**src/design/es2utc_pkg.sv**
```systemverilog
// Shared types and constants for the epoch-seconds to UTC date converter.
// Holds the pipeline stage map, reciprocal constants and the month table.
// No dependencies; every other design file imports this package.
`timescale 1ns / 1ps

package es2utc_pkg;

    // Field widths.
    localparam int SECS_W   = 32;
    localparam int Q60_W    = 27;
    localparam int Q3600_W  = 21;
    localparam int DAYS_W   = 16;
    localparam int DOE_W    = 18;
    localparam int YOE_W    = 9;
    localparam int DOY_W    = 9;
    localparam int MONTH_W  = 4;

    localparam int TDATA_IN_W  = 32;
    localparam int TDATA_OUT_W = 40;

    // Pipeline stage map. Stage 0 is the input register, the last one the result register.
    localparam int NUM_STAGES = 9;
    localparam int STG_IN     = 0;
    localparam int STG_Q60    = 1;
    localparam int STG_Q3600  = 2;
    localparam int STG_DAYS   = 3;
    localparam int STG_DOE    = 4;
    localparam int STG_T      = 5;
    localparam int STG_YOE    = 6;
    localparam int STG_DOY    = 7;
    localparam int STG_OUT    = 8;

    // Time constants.
    localparam int SECS_PER_MIN  = 60;
    localparam int MIN_PER_HOUR  = 60;
    localparam int HOURS_PER_DAY = 24;

    // Division by 60 is a shift by two and a multiply by the rounded-up reciprocal of 15.
    localparam int SEC_SHIFT   = 34;
    localparam int RECIP_SEC_W = 31;
    localparam logic [RECIP_SEC_W-1:0] RECIP_SEC =
        RECIP_SEC_W'(((64'd1 << SEC_SHIFT) + 64'd14) / 64'd15);

    localparam int MIN_SHIFT   = 29;
    localparam int RECIP_MIN_W = 26;
    localparam logic [RECIP_MIN_W-1:0] RECIP_MIN =
        RECIP_MIN_W'(((64'd1 << MIN_SHIFT) + 64'd14) / 64'd15);

    // Division of hours by 24 is a shift by three and a multiply by the reciprocal of 3.
    localparam int DAY_SHIFT   = 20;
    localparam int RECIP_DAY_W = 19;
    localparam logic [RECIP_DAY_W-1:0] RECIP_DAY =
        RECIP_DAY_W'(((64'd1 << DAY_SHIFT) + 64'd2) / 64'd3);

    // Calendar constants. Days are counted in 400-year eras that start on March 1st.
    localparam int ERA2000_DAY    = 11017;   // days from 1970-01-01 to 2000-03-01
    localparam int ERA1600_OFFSET = 135080;  // day of era of 1970-01-01 in the 1600 era
    localparam int ERA_LAST_DAY   = 146096;
    localparam int CENTURY_DAYS   = 36524;
    localparam int DAYS_PER_YEAR  = 365;
    localparam int ERA2000_YEAR   = 2000;
    localparam int ERA1600_YEAR   = 1600;
    localparam int YEAR_BIAS      = 1900;
    localparam int YEARS_PER_CENT = 100;
    localparam int MONTHS         = 12;
    localparam int MONTH_WRAP     = 10;      // months from March before the next year begins

    // Division by 1460 is a shift by two and a multiply by the reciprocal of 365.
    localparam int Y4_SHIFT     = 25;
    localparam int RECIP_Y4_W   = 17;
    localparam logic [RECIP_Y4_W-1:0] RECIP_Y4 =
        RECIP_Y4_W'(((64'd1 << Y4_SHIFT) + 64'd364) / 64'd365);
    localparam int Q1460_W      = 7;

    localparam int YEAR_SHIFT   = 26;
    localparam int RECIP_YEAR_W = 18;
    localparam logic [RECIP_YEAR_W-1:0] RECIP_YEAR =
        RECIP_YEAR_W'(((64'd1 << YEAR_SHIFT) + 64'd364) / 64'd365);

    // First day of each month, counted from March 1st.
    localparam logic [DOY_W-1:0] MONTH_START [MONTHS] = '{
        9'd0,   9'd31,  9'd61,  9'd92,  9'd122, 9'd153,
        9'd184, 9'd214, 9'd245, 9'd275, 9'd306, 9'd337
    };

    typedef struct packed {
        logic [NUM_STAGES-1:0] valid;
        logic [NUM_STAGES-1:0] load;
    } pipe_ctrl_t;

    typedef struct packed {
        logic [4:0] hour_of_day;
        logic [5:0] minute_of_hour;
        logic [5:0] second_of_minute;
    } tod_t;

    typedef struct packed {
        logic [7:0]         year_since_1900;
        logic [MONTH_W-1:0] month_index;
        logic [4:0]         day_of_month;
        tod_t               tod;
    } utc_t;

endpackage

```
**src/design/epoch_seconds_to_utc_date.sv**
```systemverilog
// Top level of the epoch-seconds to UTC date converter: handshake and stage control.
// Instantiates es2utc_time_split and es2utc_date_calc; uses es2utc_pkg.
`timescale 1ns / 1ps
//
//  Channel   Direction  Handshake                     Payload
//  s_axis    in         s_axis_tvalid / s_axis_tready  epoch_seconds
//  m_axis    out        m_axis_tvalid / m_axis_tready  year, month, day, hour, minute, second
//
// The converter accepts one transaction per clock cycle while no stall holds it back,
// and carries it through the nine-register pipeline from the input register
// through the reciprocal multiplies to the result register.
// Each stage holds its own valid bit, so a stalled result only halts the stages
// behind it and empty stages keep filling; while the result waits, input is still
// taken as long as some stage is empty.
// Reset clears all valid bits, and no transaction is accepted while reset is held.

module epoch_seconds_to_utc_date
    import es2utc_pkg::*;
(
    input  logic                   clk,
    input  logic                   rst_n,

    input  logic                   s_axis_tvalid,
    output logic                   s_axis_tready,
    // [31:0] epoch_seconds
    input  logic [TDATA_IN_W-1:0]  s_axis_tdata,

    output logic                   m_axis_tvalid,
    input  logic                   m_axis_tready,
    // [7:0] year_since_1900, [11:8] month_index, [16:12] day_of_month,
    // [21:17] hour_of_day, [27:22] minute_of_hour, [33:28] second_of_minute,
    // [39:34] zero
    output logic [TDATA_OUT_W-1:0] m_axis_tdata
);

    logic                  run_reg;
    logic [NUM_STAGES-1:0] valid_reg;
    logic [NUM_STAGES-1:0] valid_next;
    logic [NUM_STAGES-1:0] load;
    logic                  in_acc;
    logic                  out_acc;
    logic [SECS_W-1:0]     secs_reg;
    pipe_ctrl_t            ctrl;
    logic [DAYS_W-1:0]     days;
    tod_t                  tod;
    utc_t                  result;

    // A stage may load when it is empty or when the stage after it loads too.
    // The result stage loads when it is empty or its result is being taken.
    always_comb
    begin
        load[STG_OUT] = !valid_reg[STG_OUT] || m_axis_tready;
        for (int k = STG_OUT - 1; k >= STG_IN; k--)
        begin
            load[k] = !valid_reg[k] || load[k + 1];
        end
    end

    assign s_axis_tready = load[STG_IN] && run_reg;
    assign in_acc        = s_axis_tvalid && s_axis_tready;
    assign out_acc       = m_axis_tvalid && m_axis_tready;

    always_comb
    begin
        valid_next = valid_reg;
        if (load[STG_IN])
        begin
            valid_next[STG_IN] = in_acc;
        end
        for (int k = STG_IN + 1; k <= STG_OUT; k++)
        begin
            if (load[k])
            begin
                valid_next[k] = valid_reg[k - 1];
            end
        end
    end

    always_ff @(posedge clk or negedge rst_n)
    begin
        if (!rst_n)
        begin
            run_reg   <= 1'b0;
            valid_reg <= '0;
        end
        else
        begin
            run_reg   <= 1'b1;
            valid_reg <= valid_next;
        end
    end

    // Input register; the payload carries no reset.
    always_ff @(posedge clk)
    begin
        if (in_acc)
        begin
            secs_reg <= s_axis_tdata[SECS_W-1:0];
        end
    end

    assign ctrl.valid = valid_reg;
    assign ctrl.load  = load;

    es2utc_time_split u_time_split (
        .clk  (clk),
        .ctrl (ctrl),
        .secs (secs_reg),
        .days (days),
        .tod  (tod)
    );

    es2utc_date_calc u_date_calc (
        .clk    (clk),
        .ctrl   (ctrl),
        .days   (days),
        .tod    (tod),
        .result (result)
    );

    assign m_axis_tvalid = valid_reg[STG_OUT];
    assign m_axis_tdata  = {
        6'b0,
        result.tod.second_of_minute,
        result.tod.minute_of_hour,
        result.tod.hour_of_day,
        result.day_of_month,
        result.month_index,
        result.year_since_1900
    };

`ifndef SYNTH
    // A pipeline with any empty stage must be able to take a transaction.
    a_ready_on_bubble: assert property (@(posedge clk) disable iff (!rst_n)
        (run_reg && !(&valid_reg)) |-> s_axis_tready)
        else $error("input stalled although a stage is empty");

    // Items in flight change only by accepted and delivered transactions.
    a_occupancy: assert property (@(posedge clk) disable iff (!rst_n)
        run_reg |=> ($countones(valid_reg) == $past($countones(valid_reg))
            + int'($past(in_acc)) - int'($past(out_acc))))
        else $error("transaction lost or duplicated in the pipeline");

    a_time_range: assert property (@(posedge clk) disable iff (!rst_n)
        m_axis_tvalid |-> (result.tod.hour_of_day < 5'(HOURS_PER_DAY))
            && (result.tod.minute_of_hour < 6'(MIN_PER_HOUR))
            && (result.tod.second_of_minute < 6'(SECS_PER_MIN)))
        else $error("time of day out of range");
`endif

endmodule

```
**src/design/es2utc_time_split.sv**
```systemverilog
// Splits the seconds count into whole days and hour, minute, second of the day.
// Three pipeline stages, one reciprocal multiply each; uses es2utc_pkg.
`timescale 1ns / 1ps

module es2utc_time_split
    import es2utc_pkg::*;
(
    input  logic              clk,
    input  pipe_ctrl_t        ctrl,
    input  logic [SECS_W-1:0] secs,
    output logic [DAYS_W-1:0] days,
    output tod_t              tod
);

    localparam int P1_W = SECS_W - 2 + RECIP_SEC_W;
    localparam int P2_W = Q60_W - 2 + RECIP_MIN_W;
    localparam int P3_W = Q3600_W - 3 + RECIP_DAY_W;

    logic [P1_W-1:0]    p1;
    logic [P2_W-1:0]    p2;
    logic [P3_W-1:0]    p3;

    logic [Q60_W-1:0]   q60_next;
    logic [Q60_W-1:0]   q60_reg;
    logic [5:0]         secs_lo_reg;

    logic [Q3600_W-1:0] q3600_next;
    logic [Q3600_W-1:0] q3600_reg;
    logic [5:0]         q60_lo_reg;
    logic [5:0]         sec_next;
    logic [5:0]         sec_reg;

    logic [DAYS_W-1:0]  days_next;
    logic [DAYS_W-1:0]  days_reg;
    logic [5:0]         min_next;
    logic [4:0]         hour_next;
    tod_t               tod_reg;

    always_comb
    begin
        // Total minutes, then seconds as the low bits left over.
        p1        = P1_W'(secs[SECS_W-1:2]) * P1_W'(RECIP_SEC);
        q60_next  = p1[SEC_SHIFT +: Q60_W];

        // Total hours, and the seconds left over from the minute split.
        p2         = P2_W'(q60_reg[Q60_W-1:2]) * P2_W'(RECIP_MIN);
        q3600_next = p2[MIN_SHIFT +: Q3600_W];
        sec_next   = secs_lo_reg - 6'(q60_reg[3:0] * 6'(SECS_PER_MIN));

        // Whole days; the remainders fit in a few low bits, so they wrap safely.
        p3        = P3_W'(q3600_reg[Q3600_W-1:3]) * P3_W'(RECIP_DAY);
        days_next = p3[DAY_SHIFT +: DAYS_W];
        min_next  = q60_lo_reg - 6'(q3600_reg[3:0] * 6'(MIN_PER_HOUR));
        hour_next = q3600_reg[4:0] - 5'(days_next[1:0] * 5'(HOURS_PER_DAY));
    end

    always_ff @(posedge clk)
    begin
        if (ctrl.load[STG_Q60])
        begin
            q60_reg     <= q60_next;
            secs_lo_reg <= secs[5:0];
        end
        if (ctrl.load[STG_Q3600])
        begin
            q3600_reg  <= q3600_next;
            q60_lo_reg <= q60_reg[5:0];
            sec_reg    <= sec_next;
        end
        if (ctrl.load[STG_DAYS])
        begin
            days_reg                 <= days_next;
            tod_reg.hour_of_day      <= hour_next;
            tod_reg.minute_of_hour   <= min_next;
            tod_reg.second_of_minute <= sec_reg;
        end
    end

    assign days = days_reg;
    assign tod  = tod_reg;

endmodule

```
**src/design/es2utc_date_calc.sv**
```systemverilog
// Converts a day count since 1970-01-01 into Gregorian year, month and day.
// Five pipeline stages ending in the result register; uses es2utc_pkg.
`timescale 1ns / 1ps

module es2utc_date_calc
    import es2utc_pkg::*;
(
    input  logic              clk,
    input  pipe_ctrl_t        ctrl,
    input  logic [DAYS_W-1:0] days,
    input  tod_t              tod,
    output utc_t              result
);

    localparam int P5_W = DOE_W - 2 + RECIP_Y4_W;
    localparam int P6_W = DOE_W + RECIP_YEAR_W;

    // Stage 4: position within the 400-year era.
    logic               era_next;
    logic [DOE_W-1:0]   doe_next;
    logic               era_s4_reg;
    logic [DOE_W-1:0]   doe_s4_reg;
    tod_t               tod_s4_reg;

    // Stage 5: day of era with leap days removed.
    logic [P5_W-1:0]    p5;
    logic [Q1460_W-1:0] q1460;
    logic [2:0]         cents;
    logic               era_end;
    logic [DOE_W-1:0]   t_next;
    logic               era_s5_reg;
    logic [DOE_W-1:0]   doe_s5_reg;
    logic [DOE_W-1:0]   t_s5_reg;
    tod_t               tod_s5_reg;

    // Stage 6: year of era.
    logic [P6_W-1:0]    p6;
    logic [YOE_W-1:0]   yoe_next;
    logic               era_s6_reg;
    logic [DOE_W-1:0]   doe_s6_reg;
    logic [YOE_W-1:0]   yoe_s6_reg;
    tod_t               tod_s6_reg;

    // Stage 7: day of year counted from March 1st.
    logic [1:0]         cent_years;
    logic [DOE_W-1:0]   yday;
    logic [DOY_W-1:0]   doy_next;
    logic               era_s7_reg;
    logic [YOE_W-1:0]   yoe_s7_reg;
    logic [DOY_W-1:0]   doy_s7_reg;
    tod_t               tod_s7_reg;

    // Stage 8: month and day, year relative to 1900.
    logic [MONTH_W-1:0] mp;
    logic               next_year;
    utc_t               result_next;
    utc_t               result_reg;

    always_comb
    begin
        era_next = (days >= DAYS_W'(ERA2000_DAY));
        if (era_next)
        begin
            doe_next = DOE_W'(days) - DOE_W'(ERA2000_DAY);
        end
        else
        begin
            doe_next = DOE_W'(days) + DOE_W'(ERA1600_OFFSET);
        end
    end

    always_comb
    begin
        p5      = P5_W'(doe_s4_reg[DOE_W-1:2]) * P5_W'(RECIP_Y4);
        q1460   = p5[Y4_SHIFT +: Q1460_W];
        cents   = 3'(doe_s4_reg >= DOE_W'(CENTURY_DAYS))
                + 3'(doe_s4_reg >= DOE_W'(2 * CENTURY_DAYS))
                + 3'(doe_s4_reg >= DOE_W'(3 * CENTURY_DAYS))
                + 3'(doe_s4_reg >= DOE_W'(ERA_LAST_DAY));
        era_end = (doe_s4_reg == DOE_W'(ERA_LAST_DAY));
        t_next  = doe_s4_reg - DOE_W'(q1460) + DOE_W'(cents) - DOE_W'(era_end);
    end

    always_comb
    begin
        p6       = P6_W'(t_s5_reg) * P6_W'(RECIP_YEAR);
        yoe_next = p6[YEAR_SHIFT +: YOE_W];
    end

    always_comb
    begin
        cent_years = 2'(yoe_s6_reg >= YOE_W'(YEARS_PER_CENT))
                   + 2'(yoe_s6_reg >= YOE_W'(2 * YEARS_PER_CENT))
                   + 2'(yoe_s6_reg >= YOE_W'(3 * YEARS_PER_CENT));
        yday       = doe_s6_reg
                   - DOE_W'(yoe_s6_reg) * DOE_W'(DAYS_PER_YEAR)
                   - DOE_W'(yoe_s6_reg >> 2)
                   + DOE_W'(cent_years);
        doy_next   = yday[DOY_W-1:0];
    end

    always_comb
    begin
        mp = '0;
        for (int i = 1; i < MONTHS; i++)
        begin
            if (doy_s7_reg >= MONTH_START[i])
            begin
                mp = MONTH_W'(i);
            end
        end
        next_year = (mp >= MONTH_W'(MONTH_WRAP));

        result_next.day_of_month = 5'(doy_s7_reg - MONTH_START[mp] + 9'd1);
        if (next_year)
        begin
            result_next.month_index = mp - MONTH_W'(MONTH_WRAP);
        end
        else
        begin
            result_next.month_index = mp + MONTH_W'(MONTHS - MONTH_WRAP);
        end
        if (era_s7_reg)
        begin
            result_next.year_since_1900 = yoe_s7_reg[7:0] + 8'(next_year)
                                        + 8'(ERA2000_YEAR - YEAR_BIAS);
        end
        else
        begin
            result_next.year_since_1900 = yoe_s7_reg[7:0] + 8'(next_year)
                                        + 8'(ERA1600_YEAR - YEAR_BIAS);
        end
        result_next.tod = tod_s7_reg;
    end

    always_ff @(posedge clk)
    begin
        if (ctrl.load[STG_DOE])
        begin
            era_s4_reg <= era_next;
            doe_s4_reg <= doe_next;
            tod_s4_reg <= tod;
        end
        if (ctrl.load[STG_T])
        begin
            era_s5_reg <= era_s4_reg;
            doe_s5_reg <= doe_s4_reg;
            t_s5_reg   <= t_next;
            tod_s5_reg <= tod_s4_reg;
        end
        if (ctrl.load[STG_YOE])
        begin
            era_s6_reg <= era_s5_reg;
            doe_s6_reg <= doe_s5_reg;
            yoe_s6_reg <= yoe_next;
            tod_s6_reg <= tod_s5_reg;
        end
        if (ctrl.load[STG_DOY])
        begin
            era_s7_reg <= era_s6_reg;
            yoe_s7_reg <= yoe_s6_reg;
            doy_s7_reg <= doy_next;
            tod_s7_reg <= tod_s6_reg;
        end
        if (ctrl.load[STG_OUT])
        begin
            result_reg <= result_next;
        end
    end

    assign result = result_reg;

`ifndef SYNTH
    a_doe_range: assert property (@(posedge clk)
        ctrl.valid[STG_DOE] |-> doe_s4_reg <= DOE_W'(ERA_LAST_DAY))
        else $error("day of era out of range");

    a_doy_range: assert property (@(posedge clk)
        ctrl.valid[STG_DOY] |-> doy_s7_reg <= DOY_W'(DAYS_PER_YEAR))
        else $error("day of year out of range");

    a_date_range: assert property (@(posedge clk)
        ctrl.valid[STG_OUT] |-> (result_reg.month_index <= MONTH_W'(MONTHS - 1))
            && (result_reg.day_of_month >= 5'd1) && (result_reg.day_of_month <= 5'd31))
        else $error("month or day out of range");
`endif

endmodule
```
**config.mk**
```make
export PLATFORM = sky130hd
export DESIGN_NAME = epoch_seconds_to_utc_date
export DESIGN_NICKNAME = d
export VERILOG_FILES = /design/src/design/es2utc_pkg.sv /design/src/design/epoch_seconds_to_utc_date.sv /design/src/design/es2utc_time_split.sv /design/src/design/es2utc_date_calc.sv
export SDC_FILE = /design/constraint.sdc
export NUM_CORES = 2
export LEC_CHECK = 0
export BUFFER_PORTS_ARGS = -buffer_cell sky130_fd_sc_hd__buf_2
export CORE_MARGIN = 2
export CORE_UTILIZATION = 60
export CTS_CLUSTER_SIZE = 14
export DETAILED_ROUTE_END_ITERATION = 16
export GPL_TIMING_DRIVEN = 1
export PLACE_DENSITY_LB_ADDON = 0.3
export SYNTH_ARGS = -nofsm -noshare
export SYNTH_HDL_FRONTEND = slang
export SYNTH_HIERARCHICAL = 1
export SYNTH_SLANG_ARGS = --single-unit
export TNS_END_PERCENT = 30
```
**constraint.sdc**
```tcl
create_clock -name clk -period 9.45 [get_ports clk]
set_input_delay 0.945 -clock clk [delete_from_list [all_inputs] [get_ports clk]]
set_output_delay 0.945 -clock clk [all_outputs]
set_load 0.02 [all_outputs]
```
==> qor.yml <==
floorplan:
  initial_core_util_pct: 60.70
  dieWidth_um: 272.9
  core_sq_um: 71490
  fp.dieH_um: 272.9
  io_pins: 78
  rows: 98
  die-area_sq_um: 74490
clock_network:
  cts_buffers: 37
  h-tree-depth: 2
  clockRootBuffer: "clkbuf_16"
  cts.sinks: 327
  clkSlewWorstSetupHoldPaths_ns: 0.06
  holdBufCountCts: 0
  cts_max_path_buffers: 3
  cts_tree: "yes"
  cts_resized: 0
  clk_latency_ns: 0.58
  cts_setup_buffers: 0
min_path:
  min_path_type: "primary input to async pin"
routing:
  wire_per_inst_um: 16.90
  vias: 26190
  drtIter0Drc: 1380
  via_per_inst: 5.301
  drc: 0
  drt-total-wl_um: 83480
  drtPass1Iterations: 7
  ant_nets: 0
global_routing:
  grt_pass1_wl_um: 138400
  antenna_found_initial: 0
  grt_pass1_vias: 27990
  gr-usage-all-layers_pct: 23.39
  grt_max_degree: 46
  gr-total-overflow: 0
layout:
  layout.nets: 5594
  area_growth_pct: 6.399
  multi_input_area_sq_um: 29710
  fillers: 5452
  ff_latch_area_sq_um: 9769
  drive_gt1_share_pct: 4.135
  largest_register_ffs: 34
  antennaDiodeCount: 0
timing:
  slew_violations: 0
  max_freq_mhz: 112.5
  finalSetupTns_ns: 0
  setup_viol: 0
  hold_viol: 0
  period_needed_ns: 8.889
  slew_headroom_pct: 22.85
  period_share_pct: 94.06
  worst_pin_slew_ns: 1.154
  rsz0062_at_grt: "no"
  clock_skew_ns: 0.03072
setup_path:
  criticalPathCategory: "flip-flop to flip-flop"
  critPathMaxStageDelay_ns: 0.85
  crit_path_end_kind: "flip-flop"
  cp_slowest_cell: "edfxtp_1"
  worstPathRequired_ns: 9.89
  cp.arrival_ns: 9.33
  cp-start-kind: "flip-flop"
  path_max_fanout: 14
synthesis:
  syn_inst: 3853
  syn_area_sq_um: 43390
  avgSynthCellArea_sq_um: 11.26
  ys_warn_count: 6
job:
  max-cap-violations: 0
place:
  hpwl_um: 71290
  port_buffers: 71
  place_congestion: 0.9284
status:
  status: "finished clean"
[worst max-delay path: cells and delay by family (launching register included)]
| family | cells | cell delay [ns] |
|---|---|---|
| compound gates | 8 | 1.68 |
| fa+ha+maj | 10 | 4.40 |
| simple gates | 6 | 1.02 |
| buf+inv | 8 | 0.61 |
| xor+xnor | 1 | 0.17 |
| flops | 1 | 0.85 |
[per-layer routing]
metal / global-route usage (%) / vias up / share of wire [%]
li1: - / 12780 / -
met1: 29.60 / 12850 / 43
met2: 41.64 / 391 / 51
met3: 2.671 / 161 / 3.0
met4: 7.924 / 0 / 3.4
met5: 0 / - / 0
[stage by stage]
stage               setup slack [ns]  hold slack (ns)  area, sq um  util, %  instances
finish                        0.5612           0.2294        46170    64.58       4940
global route                 0.04588           0.2199        46170    64.58       4940
CTS                           0.5195           0.2115        46170    64.58       4940
detailed placement            0.5447           0.4045        44960    62.89       4874
global placement              0.6352           0.4002        44960    62.89       4874
floorplan                      1.515           0.4003        43410        -       3858
[cell type report]
cell class / instances / area share [%]
Clock buffer: 47 / 2.109
Clock inverter: 19 / 0.5041
Inverter: 1028 / 8.358
Multi-Input combinational cell: 2487 / 64.34
Sequential cell: 327 / 21.16
Tap cell: 950 / 2.575
Timing Repair Buffer: 82 / 0.9486
[final timing paths]
path / cells after the start / end / from / slack, ns
max: 33 / u_date_calc/t_s5_reg[17] / u_date_calc/doe_s4_reg[7] / 0.56
min: 1 / run_reg / rst_n / 0.23
max reg2reg: 33 / u_date_calc/t_s5_reg[17] / u_date_calc/doe_s4_reg[7] / 0.56
min reg2reg: 0 / u_date_calc/result_next[9] / u_date_calc/tod_s6_reg[9] / 0.40
max in group asynchronous: 1 / valid_reg[1] / rst_n / 9.02
min in group clk: 0 / u_date_calc/result_next[9] / u_date_calc/tod_s6_reg[9] / 0.40
[layout by cell type (no fill, tap or decap), types with 9 or more instances in the layout]
cell       instances
a211oi_1          14
a31oi_1           13
dfrtp_1           10
edfxtp_1         317
fa_1             550
o21bai_1          13
buf_2             71
nor2b_1           14
xnor2_1          111
xor2_1            45
nor3_1            26
and3_1            16
ha_1            1045
nor2_1            88
a21oi_1          124
buf_4             11
nand2b_1          17
nand2_1           84
o21a_1            14
clkbuf_16         37
inv_1           1027
clkbuf_1           9
nand4_1           24
o21ai_0           66
nand3_1           31
a21o_1            42
Power is left out: the tool's default activity adds up to more than one toggle a clock period on the data nets, which glitch-free logic cannot reach.
